==> config.mk <==
export PLATFORM = sky130hd
export DESIGN_NAME = setting_journal_controller
export DESIGN_NICKNAME = d
export VERILOG_FILES = /design/src/rtl/sjc_pkg.sv /design/src/rtl/sjc_fnv.sv /design/src/rtl/setting_journal_controller.sv
export SDC_FILE = /design/constraint.sdc
export NUM_CORES = 1
export LEC_CHECK = 0
export ABC_CLOCK_PERIOD_IN_PS = 5800
export BUFFER_PORTS_ARGS = -buffer_cell sky130_fd_sc_hd__buf_2
export CORE_AREA = 2 2 250 252
export CTS_BUF_LIST = sky130_fd_sc_hd__clkbuf_16
export CTS_CLUSTER_DIAMETER = 100
export DETAILED_ROUTE_END_ITERATION = 8
export DIE_AREA = 0 0 252 254
export PLACE_DENSITY = 0.79
export SYNTH_ARGS = -nofsm -noshare
export SYNTH_HDL_FRONTEND = slang
export SYNTH_SLANG_ARGS = --single-unit
==> constraint.sdc <==
create_clock -name clk -period 5.8 [get_ports clk]
set_input_delay 0.58 -clock clk [delete_from_list [all_inputs] [get_ports clk]]
set_output_delay 0.58 -clock clk [all_outputs]
set_load 0.02 [all_outputs]
==> src/rtl/sjc_pkg.sv <==
package sjc_pkg;

  localparam int RECORD_SLOTS_DEFAULT = 16;
  localparam int REC_BYTES = 12;
  localparam int MSG_W = REC_BYTES * 8;
  localparam int CFG_INDEX_W = 3;
  localparam int CFG_DATA_W = 16;

  localparam logic [31:0] FNV_BASIS = 32'h811C_9DC5;
  localparam logic [31:0] FNV_PRIME = 32'h0100_0193;
  localparam logic [31:0] REC_MAGIC = 32'h5042_4646;
  localparam logic [31:0] REC_ERASED = 32'hFFFF_FFFF;
  localparam logic [7:0] REC_VERSION = 8'd1;

  localparam logic [7:0] FALLBACK_RESET = 8'd0;
  localparam logic [7:0] DEFAULT_RESET = 8'd0;
  localparam logic [7:0] MAX_PROFILE_RESET = 8'd15;
  localparam logic STORE_ENABLED_RESET = 1'b1;
  localparam logic [15:0] SAVE_DELAY_RESET = 16'd2000;

  typedef enum logic [1:0] {
    OP_SCAN     = 2'd0,
    OP_SET      = 2'd1,
    OP_TICK     = 2'd2,
    OP_READBACK = 2'd3
  } opcode_t;

  typedef enum logic [CFG_INDEX_W-1:0] {
    REG_FALLBACK      = 3'd0,
    REG_DEFAULT       = 3'd1,
    REG_MAX_PROFILE   = 3'd2,
    REG_STORE_ENABLED = 3'd3,
    REG_SAVE_DELAY    = 3'd4
  } cfg_reg_t;

  typedef struct packed {
    opcode_t     opcode;
    logic [31:0] now_ms;
    logic [7:0]  requested_profile;
    logic [31:0] rec_magic;
    logic [31:0] rec_sequence;
    logic [7:0]  rec_version;
    logic [7:0]  rec_profile;
    logic [7:0]  rec_inverse;
    logic [7:0]  rec_reserved;
    logic [31:0] rec_checksum;
    logic        flash_ok;
  } item_t;

  typedef struct packed {
    logic [7:0]  current_profile;
    logic        save_pending;
    logic        record_valid;
    logic        write_request;
    logic [3:0]  write_slot;
    logic        write_erase;
    logic [31:0] write_sequence;
    logic [31:0] write_checksum;
  } result_t;

  typedef struct packed {
    logic busy;
    logic done;
  } fnv_status_t;

endpackage

==> src/rtl/sjc_fnv.sv <==
module sjc_fnv (
  input  logic                       clk,
  input  logic                       rst,
  input  logic                       start,
  input  logic [sjc_pkg::MSG_W-1:0]  msg,
  output logic [31:0]                hash,
  output sjc_pkg::fnv_status_t       status
);

  localparam int CW = $clog2(sjc_pkg::REC_BYTES);
  localparam logic [CW-1:0] LAST = CW'(sjc_pkg::REC_BYTES - 1);

  logic [sjc_pkg::MSG_W-1:0] shift;
  logic [CW-1:0] count;
  logic busy;
  logic [31:0] mixed;
  logic [31:0] hash_next;

  // one byte per cycle, low byte first
  assign mixed = hash ^ {24'd0, shift[7:0]};
  assign hash_next = mixed * sjc_pkg::FNV_PRIME;

  assign status.busy = busy;
  assign status.done = busy && (count == LAST);

  always_ff @(posedge clk) begin
    if (rst) begin
      busy <= 1'b0;
      count <= '0;
    end else if (start) begin
      busy <= 1'b1;
      count <= '0;
    end else if (busy) begin
      count <= count + CW'(1);
      if (count == LAST) begin
        busy <= 1'b0;
      end
    end
  end

  always_ff @(posedge clk) begin
    if (start) begin
      hash <= sjc_pkg::FNV_BASIS;
      shift <= msg;
    end else if (busy) begin
      hash <= hash_next;
      shift <= {8'd0, shift[sjc_pkg::MSG_W-1:8]};
    end
  end

endmodule

==> src/rtl/setting_journal_controller.sv <==
// setting_journal_controller
//
// Keeps one profile setting in an append-only journal of checksummed flash
// records. Input words arrive on item/item_valid/item_stall: scan records at
// start-up, set requests, time ticks and write readbacks. Each accepted word
// gives exactly one result word on result/result_valid/result_stall.
// Configuration registers are written through cfg_we/cfg_index/cfg_data;
// the user must write them only while the block is idle, which the block
// itself does not enforce. Indexes beyond the register list are ignored.
//
// Each word runs its 12 record bytes through a byte-serial FNV-1a unit, one
// byte per cycle; no new word is taken until the previous result is loaded.
// The result sits in an output register: item_stall drops again as soon as
// the result is loaded, even while result_stall holds it. A finished word
// waits in place when the previous result has not yet been taken.
// rst (synchronous) clears all journal state and loads the register
// defaults; no result is pending after reset.
module setting_journal_controller #(
  parameter int RECORD_SLOTS = sjc_pkg::RECORD_SLOTS_DEFAULT
) (
  input  logic                               clk,
  input  logic                               rst,
  input  logic                               item_valid,
  output logic                               item_stall,
  input  sjc_pkg::item_t                     item,
  output logic                               result_valid,
  input  logic                               result_stall,
  output sjc_pkg::result_t                   result,
  input  logic                               cfg_we,
  input  logic [sjc_pkg::CFG_INDEX_W-1:0]    cfg_index,
  input  logic [sjc_pkg::CFG_DATA_W-1:0]     cfg_data
);

  localparam int SW = $clog2(RECORD_SLOTS + 1);
  localparam logic [SW-1:0] SLOTS = SW'(RECORD_SLOTS);

  typedef enum logic [2:0] {
    S_IDLE = 3'b001,
    S_HASH = 3'b010,
    S_DONE = 3'b100
  } state_t;

  state_t state;
  state_t state_next;

  // configuration
  logic [7:0] backup_profile;
  logic [7:0] default_profile;
  logic [7:0] max_profile;
  logic store_enabled;
  logic [15:0] save_delay_ms;

  // journal state
  logic [7:0] active_profile, active_profile_next;
  logic profile_known, profile_known_next;
  logic [31:0] last_sequence, last_sequence_next;
  logic found_any, found_any_next;
  logic [SW-1:0] scan_slot, scan_slot_next;
  logic scan_done, scan_done_next;
  logic [SW-1:0] next_free_slot, next_free_slot_next;
  logic pending, pending_next;
  logic [31:0] pending_start, pending_start_next;
  logic awaiting_readback, awaiting_readback_next;
  logic [SW-1:0] issued_slot, issued_slot_next;
  logic [31:0] issued_sequence, issued_sequence_next;
  logic [7:0] issued_profile, issued_profile_next;

  sjc_pkg::item_t held;
  sjc_pkg::result_t result_next;

  logic accept;
  logic commit;
  logic [sjc_pkg::MSG_W-1:0] msg;
  logic [31:0] hash;
  sjc_pkg::fnv_status_t fnv_status;

  logic [7:0] tick_profile;
  logic [31:0] tick_sequence;
  logic rec_ok;
  logic [31:0] seq_diff;
  logic [31:0] age;
  logic [SW-1:0] scan_slot_inc;
  logic [SW-1:0] wslot;
  logic full;

  assign accept = item_valid && !item_stall;
  assign item_stall = (state != S_IDLE);
  assign commit = (state == S_DONE) && (!result_valid || !result_stall);

  // record bytes, little endian; a tick hashes the record it will write
  assign tick_profile = active_profile;
  assign tick_sequence = last_sequence + 32'd1;

  always_comb begin
    if (item.opcode == sjc_pkg::OP_TICK) begin
      msg = {8'd0, ~tick_profile, tick_profile, sjc_pkg::REC_VERSION,
             tick_sequence, sjc_pkg::REC_MAGIC};
    end else begin
      msg = {item.rec_reserved, item.rec_inverse, item.rec_profile, item.rec_version,
             item.rec_sequence, item.rec_magic};
    end
  end

  sjc_fnv u_fnv (
    .clk    (clk),
    .rst    (rst),
    .start  (accept),
    .msg    (msg),
    .hash   (hash),
    .status (fnv_status)
  );

  always_comb begin
    state_next = state;
    unique case (state)
      S_IDLE: begin
        if (accept) begin
          state_next = S_HASH;
        end
      end
      S_HASH: begin
        if (fnv_status.done) begin
          state_next = S_DONE;
        end
      end
      S_DONE: begin
        if (commit) begin
          state_next = S_IDLE;
        end
      end
      default: state_next = S_IDLE;
    endcase
  end

  assign rec_ok = (held.rec_magic == sjc_pkg::REC_MAGIC) &&
                  (held.rec_version == sjc_pkg::REC_VERSION) &&
                  (held.rec_inverse == ~held.rec_profile) &&
                  (held.rec_profile <= max_profile) &&
                  (held.rec_checksum == hash);
  assign seq_diff = held.rec_sequence - last_sequence;
  assign age = held.now_ms - pending_start;
  assign scan_slot_inc = scan_slot + SW'(1);
  assign full = (next_free_slot >= SLOTS);
  assign wslot = full ? '0 : next_free_slot;

  always_comb begin
    active_profile_next = active_profile;
    profile_known_next = profile_known;
    last_sequence_next = last_sequence;
    found_any_next = found_any;
    scan_slot_next = scan_slot;
    scan_done_next = scan_done;
    next_free_slot_next = next_free_slot;
    pending_next = pending;
    pending_start_next = pending_start;
    awaiting_readback_next = awaiting_readback;
    issued_slot_next = issued_slot;
    issued_sequence_next = issued_sequence;
    issued_profile_next = issued_profile;
    result_next = '0;

    if (held.opcode != sjc_pkg::OP_SCAN) begin
      scan_done_next = 1'b1;
    end

    unique case (held.opcode)
      sjc_pkg::OP_SCAN: begin
        if (store_enabled && !scan_done) begin
          if (held.rec_magic == sjc_pkg::REC_ERASED) begin
            next_free_slot_next = scan_slot;
            scan_done_next = 1'b1;
          end else begin
            result_next.record_valid = rec_ok;
            next_free_slot_next = scan_slot_inc;
            if (rec_ok && (!found_any || (seq_diff != 32'd0 && !seq_diff[31]))) begin
              found_any_next = 1'b1;
              last_sequence_next = held.rec_sequence;
              active_profile_next = held.rec_profile;
              profile_known_next = 1'b1;
            end
            scan_slot_next = scan_slot_inc;
            if (scan_slot_inc >= SLOTS) begin
              scan_done_next = 1'b1;
            end
          end
        end
      end
      sjc_pkg::OP_SET: begin
        if (store_enabled && (held.requested_profile <= max_profile)) begin
          active_profile_next = held.requested_profile;
          profile_known_next = 1'b1;
          pending_start_next = held.now_ms;
          pending_next = 1'b1;
        end
      end
      sjc_pkg::OP_TICK: begin
        if (pending && !awaiting_readback && (age >= {16'd0, save_delay_ms})) begin
          result_next.write_request = 1'b1;
          result_next.write_slot = 4'(wslot);
          result_next.write_erase = full;
          result_next.write_sequence = tick_sequence;
          result_next.write_checksum = hash;
          awaiting_readback_next = 1'b1;
          issued_slot_next = wslot;
          issued_sequence_next = tick_sequence;
          issued_profile_next = active_profile;
        end
      end
      sjc_pkg::OP_READBACK: begin
        if (awaiting_readback) begin
          awaiting_readback_next = 1'b0;
          if (held.flash_ok && rec_ok && (held.rec_sequence == issued_sequence) &&
              (held.rec_profile == issued_profile)) begin
            result_next.record_valid = 1'b1;
            last_sequence_next = issued_sequence;
            found_any_next = 1'b1;
            next_free_slot_next = issued_slot + SW'(1);
            if (active_profile == issued_profile) begin
              pending_next = 1'b0;
            end
          end
        end
      end
      default: ;
    endcase

    if (profile_known_next) begin
      result_next.current_profile = active_profile_next;
    end else if (backup_profile <= max_profile) begin
      result_next.current_profile = backup_profile;
    end else begin
      result_next.current_profile = default_profile;
    end
    result_next.save_pending = pending_next;
  end

  always_ff @(posedge clk) begin
    if (rst) begin
      state <= S_IDLE;
      result_valid <= 1'b0;
      active_profile <= '0;
      profile_known <= 1'b0;
      last_sequence <= '0;
      found_any <= 1'b0;
      scan_slot <= '0;
      scan_done <= 1'b0;
      next_free_slot <= '0;
      pending <= 1'b0;
      pending_start <= '0;
      awaiting_readback <= 1'b0;
      issued_slot <= '0;
      issued_sequence <= '0;
      issued_profile <= '0;
    end else begin
      state <= state_next;
      if (commit) begin
        result_valid <= 1'b1;
        active_profile <= active_profile_next;
        profile_known <= profile_known_next;
        last_sequence <= last_sequence_next;
        found_any <= found_any_next;
        scan_slot <= scan_slot_next;
        scan_done <= scan_done_next;
        next_free_slot <= next_free_slot_next;
        pending <= pending_next;
        pending_start <= pending_start_next;
        awaiting_readback <= awaiting_readback_next;
        issued_slot <= issued_slot_next;
        issued_sequence <= issued_sequence_next;
        issued_profile <= issued_profile_next;
      end else if (result_valid && !result_stall) begin
        result_valid <= 1'b0;
      end
    end
  end

  always_ff @(posedge clk) begin
    if (accept) begin
      held <= item;
    end
    if (commit) begin
      result <= result_next;
    end
  end

  always_ff @(posedge clk) begin
    if (rst) begin
      backup_profile <= sjc_pkg::FALLBACK_RESET;
      default_profile <= sjc_pkg::DEFAULT_RESET;
      max_profile <= sjc_pkg::MAX_PROFILE_RESET;
      store_enabled <= sjc_pkg::STORE_ENABLED_RESET;
      save_delay_ms <= sjc_pkg::SAVE_DELAY_RESET;
    end else if (cfg_we) begin
      unique case (cfg_index)
        sjc_pkg::REG_FALLBACK:      backup_profile <= cfg_data[7:0];
        sjc_pkg::REG_DEFAULT:       default_profile <= cfg_data[7:0];
        sjc_pkg::REG_MAX_PROFILE:   max_profile <= cfg_data[7:0];
        sjc_pkg::REG_STORE_ENABLED: store_enabled <= cfg_data[0];
        sjc_pkg::REG_SAVE_DELAY:    save_delay_ms <= cfg_data[15:0];
        default: ;
      endcase
    end
  end

endmodule
==> results.toml, run 1 <==
[clocking]
hold_buffers = 0
cts_tree = "done"
clock_latency_ns = 0.67
htree_levels = 2
cts.sinks = 553
path_clk_slew_ns = 0.06
cts_root_buf = "clkbuf_16"
numCtsBuffers = 59
clock_path_buffers = 3

[sta]
fmax_mhz = 175
setup_viol = 0
finClkSkew_ns = 0.0327
timing.hold.ws_ns = 0.0950
worst_slew_pin_slew_ns = 1.29
timing.final.hold_violations = 0
finalCritPeriodShare_pct = 98.3
drv_slew = 0
relSlewSlack_pct = 13.6
min_period_ns = 5.70

[synth]
avgSynthCellArea_um2 = 9.60
yosys.area.top_type_share_pct = 30.4
synthCells = 3486
synthTopCellsByArea = "edfxtp_1 (30%), dfxtp_1 (13%), ha_1 (11%)"
synth.yosys.seq_area_share_pct = 43.2
synth.distinct_cells = 75
async_flop_share_pct = 0
synth_top_cell_by_area = "edfxtp_1"
syn_area_um2 = 33500
synth_nets = 4053
synth_edf_count = 339
yosysWarningCount = 0
synth_ff_type = "edfxtp_1"
synth_seq_cells = 553

[finish]
num-nets-final = 4319
final_cell_mix = "nand2_1 (425), edfxtp_1 (339), inv_1 (334)"
area_delta_synth_final_pct = 15.0
layout_commonest_cell = "nand2_1"
drive_gt1_share_pct = 14.9

[setup_path]
critical-path-max-stage-delay_ns = 0.45
crit_chain = "inv_1 > ha_2 > inv_2 > fa_2 > buf_4 > a21o_1 > a211oi_2 > nor2_2 > ha_1 > a21o_1 > a2111oi_4 > o21ai_2 > a221oi_2 > nand4_1 > nor3b_2 > o221ai_1 > or3_1 > or4_4 > or4_4 > buf_12 > nand2_8 > clkbuf_16 > nor2_1"
arrival_ns = 6.08
crit_required_ns = 6.18
crit_type = "reg -> reg"
crit_path_max_fanout = 6
crit_path_end_kind = "register"
crit_slowest_cell = "or4_4"
start_kind = "register"

[global_routing]
antenna_found_initial = 11
grt_pass1_wl_mm = 149
gr-total-overflow = 0
grt_pass1_vias = 26500
grt_max_degree = 165
grt_usage_pct = 30.0

[drt]
route.met3.wl_mm = 10.3
viasPerCell = 6.01
highest_layer = "met5"
vias = 27700
wl_met2_mm = 45.2
wl_per_cell_um = 21.5
antenna_left = 0
routed_wl_mm = 99.0
drt_first_pass_iters = 8
drt_iter0_drc = 3021
drc = 0
wl_met1_mm = 38.6

[placed_design]
hpwl_mm = 71.2
finalWeightedCongestion = 0.957
portBuffers = 276

[floorplan]
initial_core_util_pct = 54.7
die_w_um = 252
chipHeight_um = 254
coreArea_um2 = 61300
fp.dieArea_um2 = 64000
num_rows = 91
io_pins = 277

[status]
outcome = "finished, final reports clean"

[job]
max_cap_violations = 0

[hold_path]
hp-class = "in -> reg"
-- cells in the mapped netlist (62+ instances only) --
| master | number |
|---|---|
| xnor2_1 | 114 |
| inv_1 | 326 |
| ha_1 | 296 |
| nor2_1 | 218 |
| edfxtp_1 | 339 |
| fa_1 | 76 |
| a21oi_1 | 283 |
| nand2_1 | 427 |
| o21ai_0 | 171 |
| and3_1 | 62 |
| dfxtp_1 | 214 |
| nand3_1 | 91 |
| xor2_1 | 92 |
| clkbuf_1 | 136 |
-- cells by family after synthesis --
logic type               Yosys count  share of synthesized area [%]
AND/OR/NAND/NOR                 1064                           14.9
buffers and inverters            489                           5.59
adder cells (fa/ha/maj)          372                           15.6
AO/OA/AOI/OAI                    756                           13.9
multiplexers                      46                           1.39
flip-flops                       553                           43.2
XOR/XNOR                         206                           5.39
-- metal layers --
layer / vias to the layer above / track usage, %
met1: 13100 / 39.2
met2: 1430 / 48.1
li1: 12800 / -
met3: 278 / 6.02
met4: 2 / 14.3
met5: - / 0
-- worst max-delay path: cells and delay by family, from the launching register on --
| family | cells | cell delay (ns) |
|---|---|---|
| AOI/OAI and AO/OA | 7 | 1.51 |
| adders and majority gates | 3 | 0.92 |
| buffers and inverters | 5 | 0.67 |
| DFF | 1 | 0.40 |
| and+or+nand+nor | 8 | 1.92 |
-- registers in the layout, indices dropped and copies added, names as in the netlist, 16 cells and up --
signal / cells
u_fnv.hash: 32
issued_sequence: 32
u_fnv.shift: 96
held: 163
save_delay_ms: 16
last_sequence: 32
result: 80
pending_start: 32
-- stage by stage --
| stage | std cells | instance area (um2) | setup TNS (ns) | worst slack, ns | utilization (%) |
|---|---|---|---|---|---|
| floorplan | 3486 | 33500 | 0 | 0.452 | - |
| global placement | 4472 | 36000 | 0 | 0.0112 | 58.7 |
| detailed placement | 4472 | 36000 | -22.30 | -0.252 | 58.7 |
| CTS | 4587 | 38200 | 0 | 0.0335 | 62.3 |
| global route | 4598 | 38500 | -5.28 | -0.0908 | 62.8 |
| finish | 4599 | 38500 | 0 | 0.0969 | 62.8 |
-- layout make-up --
cell class              instances  area [um2]
diodes                          6        15.0
multi-input cells            2444       17400
repair buffers                366        2250
fillers                      4906       22800
flip-flops and latches        553       14500
inverters                     328        1240
clock inverters                52         596
clock buffers                  60        1500
well taps                     790         988
-- worst paths after layout --
check                               from                     endpoint  slack [ns]  cells after the start
min reg2reg  max_profile[6]$_SDFFE_PP0P_  max_profile[6]$_SDFFE_PP0P_        0.45                      2
max reg2reg          held[137]$_DFFE_PP_     result[46]$_SDFFCE_PN0P_         0.1                     23
max                  held[137]$_DFFE_PP_     result[46]$_SDFFCE_PN0P_         0.1                     23
min                              item[0]            held[0]$_DFFE_PP_        0.09                      1
-- repair_timing --
action,CTS,global route
buffers inserted,2,3
setup endpoints to repair,115,125
pin swaps,7,26
gates cloned,1,4
endpoints found under the hold margin,0,0
resized for setup,16,44
Power of run 1 is not shown: default switching activity piles up to over one toggle a cycle in this logic, so the estimate is an artifact.
==> inputs of run 2 (changes only) <==
--- a/config.mk
+++ b/config.mk
@@ -5,14 +5,15 @@
 export SDC_FILE = /design/constraint.sdc
 export NUM_CORES = 1
 export LEC_CHECK = 0
-export ABC_CLOCK_PERIOD_IN_PS = 5800
+export ABC_CLOCK_PERIOD_IN_PS = 4800
 export BUFFER_PORTS_ARGS = -buffer_cell sky130_fd_sc_hd__buf_2
-export CORE_AREA = 2 2 250 252
+export CORE_AREA = 2 2 255 257
 export CTS_BUF_LIST = sky130_fd_sc_hd__clkbuf_16
 export CTS_CLUSTER_DIAMETER = 100
 export DETAILED_ROUTE_END_ITERATION = 8
-export DIE_AREA = 0 0 252 254
-export PLACE_DENSITY = 0.79
+export DIE_AREA = 0 0 257 259
+export PLACE_DENSITY = 0.78
 export SYNTH_ARGS = -nofsm -noshare
 export SYNTH_HDL_FRONTEND = slang
+export SYNTH_HIERARCHICAL = 1
 export SYNTH_SLANG_ARGS = --single-unit
==> constraint.sdc (replaced) <==
create_clock -name clk -period 4.8 [get_ports clk]
set_input_delay 0.48 -clock clk [delete_from_list [all_inputs] [get_ports clk]]
set_output_delay 0.48 -clock clk [all_outputs]
set_load 0.02 [all_outputs]
==> run 2 against run 1 <==
The run now ends with negative setup slack left; clock-buffer cell count rose by 6; die area rose by 4.0%; core utilization rose by 3.1 points; via count rose by 3.7%; critical path depth rose by 1; synthesized cell count fell by 3.3%; maximum frequency rose by 9.8%; first-iteration DRC count rose by 2.4%; non-clock buffer count rose by 166; area after synthesis rose by 3.5%; sequential share of layout area fell by 3.2 points; critical endpoint is now u_fnv/hash[24]$_SDFFE_PP1P_; largest cell class unchanged; highest routed layer unchanged.
==> results.toml, run 2 <==
[setup_path]
crit_path_max_fanout = 4
cp-startpoint = "u_fnv/shift[7]$_DFFE_PP_"
crit_path_end_kind = "register"
regToRegSetupSlack_ns = -0.39
crit_end = "u_fnv/hash[24]$_SDFFE_PP1P_"
arrival_ns = 5.69
crit_type = "reg -> reg"
r2r-start = "u_fnv/shift[7]$_DFFE_PP_"
crit_required_ns = 5.30
reg2regPathDepth = 24
start_kind = "register"
reg2reg_to = "u_fnv/hash[24]$_SDFFE_PP1P_"

[sta]
setup_viol = 132
relSlewSlack_pct = 30.3
rsz0062_at_grt = "yes"
min_period_ns = 5.19
fmax_mhz = 193
finalCritPeriodShare_pct = 108
worst_slew_pin_slew_ns = 1.05
drv_slew = 0
finClkSkew_ns = 0.0283
fin_ws_ns = -0.394
timing.final.hold_violations = 0

[placed_design]
finalWeightedCongestion = 0.979
portBuffers = 276
hpwl_mm = 76.7

[synth]
avgSynthCellArea_um2 = 10.3
synthCells = 3372
yosysWarningCount = 6
syn_area_um2 = 34700
synth_nets = 3935

[global_routing]
grt_max_degree = 97
grt_pass1_vias = 27600
met3_usage_pct = 6.54
grt_util_met1_pct = 40.6
grt_pass1_wl_mm = 159
grtUsageMet2_pct = 50.4
grt_usage_pct = 30.9
grt_busiest_layer = "met2"
gr-total-overflow = 0
antenna_found_initial = 7

[drt]
antenna_left = 0
vias = 28700
drc = 0
wl_per_cell_um = 22.6
viasPerCell = 6.04
drt_iter0_drc = 3092
drt_first_pass_iters = 5
routed_wl_mm = 107

[floorplan]
fp.dieArea_um2 = 66600
io_pins = 277
coreArea_um2 = 63900
die_w_um = 257
chipHeight_um = 259
initial_core_util_pct = 54.3
num_rows = 93

[finish]
drive_gt1_share_pct = 25.4
top_register = "held"
largest_reg_flops = 163
seq_area_um2 = 14500
post-route-util_pct = 66.0
final_cell_mix = "edfxtp_1 (339), inv_1 (309), buf_2 (275)"
layout.filler_cells = 4665
multi_input_comb_area_um2 = 19600
num-nets-final = 4399
largestRegisters = "held (163), u_fnv/shift (96), result (80)"
layout_commonest_cell = "edfxtp_1"
area_delta_synth_final_pct = 21.6

[clocking]
cts_tree = "done"
htree_levels = 3
clock_path_buffers = 3
cts_root_buf = "clkbuf_16"
clock_latency_ns = 0.63
cts.sinks = 553
path_clk_slew_ns = 0.06
numCtsBuffers = 66

[status]
outcome = "finished, violations left"
violations = "negative setup slack"

[job]
max_cap_violations = 0

[hold_path]
hp-class = "in -> reg"
==> run 2: critical path, cell delays in order, from the launching register on <==
cell       delay (ns)
edfxtp_1         0.41
xnor2_2          0.28
buf_4            0.20
xnor2_2          0.07
ha_1             0.28
inv_1            0.05
fa_1             0.49
inv_2            0.06
ha_4             0.15
fa_1             0.48
ha_2             0.34
inv_1            0.05
fa_1             0.50
inv_1            0.08
ha_4             0.23
buf_4            0.15
a22oi_2          0.20
a2bb2oi_4        0.09
a21oi_4          0.17
buf_6            0.13
a21oi_4          0.05
buf_6            0.13
a211oi_4         0.20
xor2_1           0.19
a2bb2oi_1        0.08
==> run 2: layout make-up <==
| cell class | instances | area share, % |
|---|---|---|
| repair buffers | 532 | 8.96 |
| flip-flops and latches | 553 | 34.3 |
| well taps | 855 | 2.54 |
| diodes | 2 | 0.0119 |
| clock buffers | 66 | 3.92 |
| clock inverters | 55 | 1.09 |
| inverters | 305 | 2.73 |
| multi-input cells | 2378 | 46.4 |
==> run 2: how the worst min path moves through the flow <==
stage / slack, ns / cells past startpoint / end / startpoint
after global placement: 0.43 / 1 / state[2]$_SDFFE_PP0P_ / state[0]$_SDFFE_PP1P_
after global routing: 0.02 / 1 / held[137]$_DFFE_PP_ / item[137]
after floorplan: 0.41 / 1 / state[2]$_SDFFE_PP0P_ / state[0]$_SDFFE_PP1P_
after CTS: 0.007 / 1 / held[132]$_DFFE_PP_ / item[132]
final: 0.03 / 1 / held[132]$_DFFE_PP_ / item[132]
after detailed placement: 0.45 / 1 / state[2]$_SDFFE_PP0P_ / state[0]$_SDFFE_PP1P_
==> run 2: layer usage <==
layer	vias to the layer above	wire, um
met5	-	57
met4	10	4600
met3	310	9770
met2	1534	49900
met1	13800	43000
li1	13100	-
==> run 2: through the flow <==
stage | setup WS [ns] | cell area (um2) | std cells | hold WS, ns | TNS (ns)
3_3_place_gp | -0.307 | 38400 | 4575 | 0.432 | -18.72
6_report | -0.394 | 42100 | 4746 | 0.0322 | -22.02
3_5_place_dp | -0.396 | 38400 | 4575 | 0.445 | -31.42
4_1_cts | -0.253 | 41600 | 4728 | 0.00680 | -22.33
5_1_grt | -0.561 | 42100 | 4744 | 0.0158 | -63.78
2_1_floorplan | -0.378 | 34800 | 3372 | 0.415 | -30.92
==> run 2: repair_timing <==
action                     CTS  global route
cloned                       8             1
pin swaps                   84            48
hold buffers                 0             0
setup endpoints to repair  135           163
resized for setup          155            82
buffers inserted            24            15
Power of run 2 is left out for the same reason.
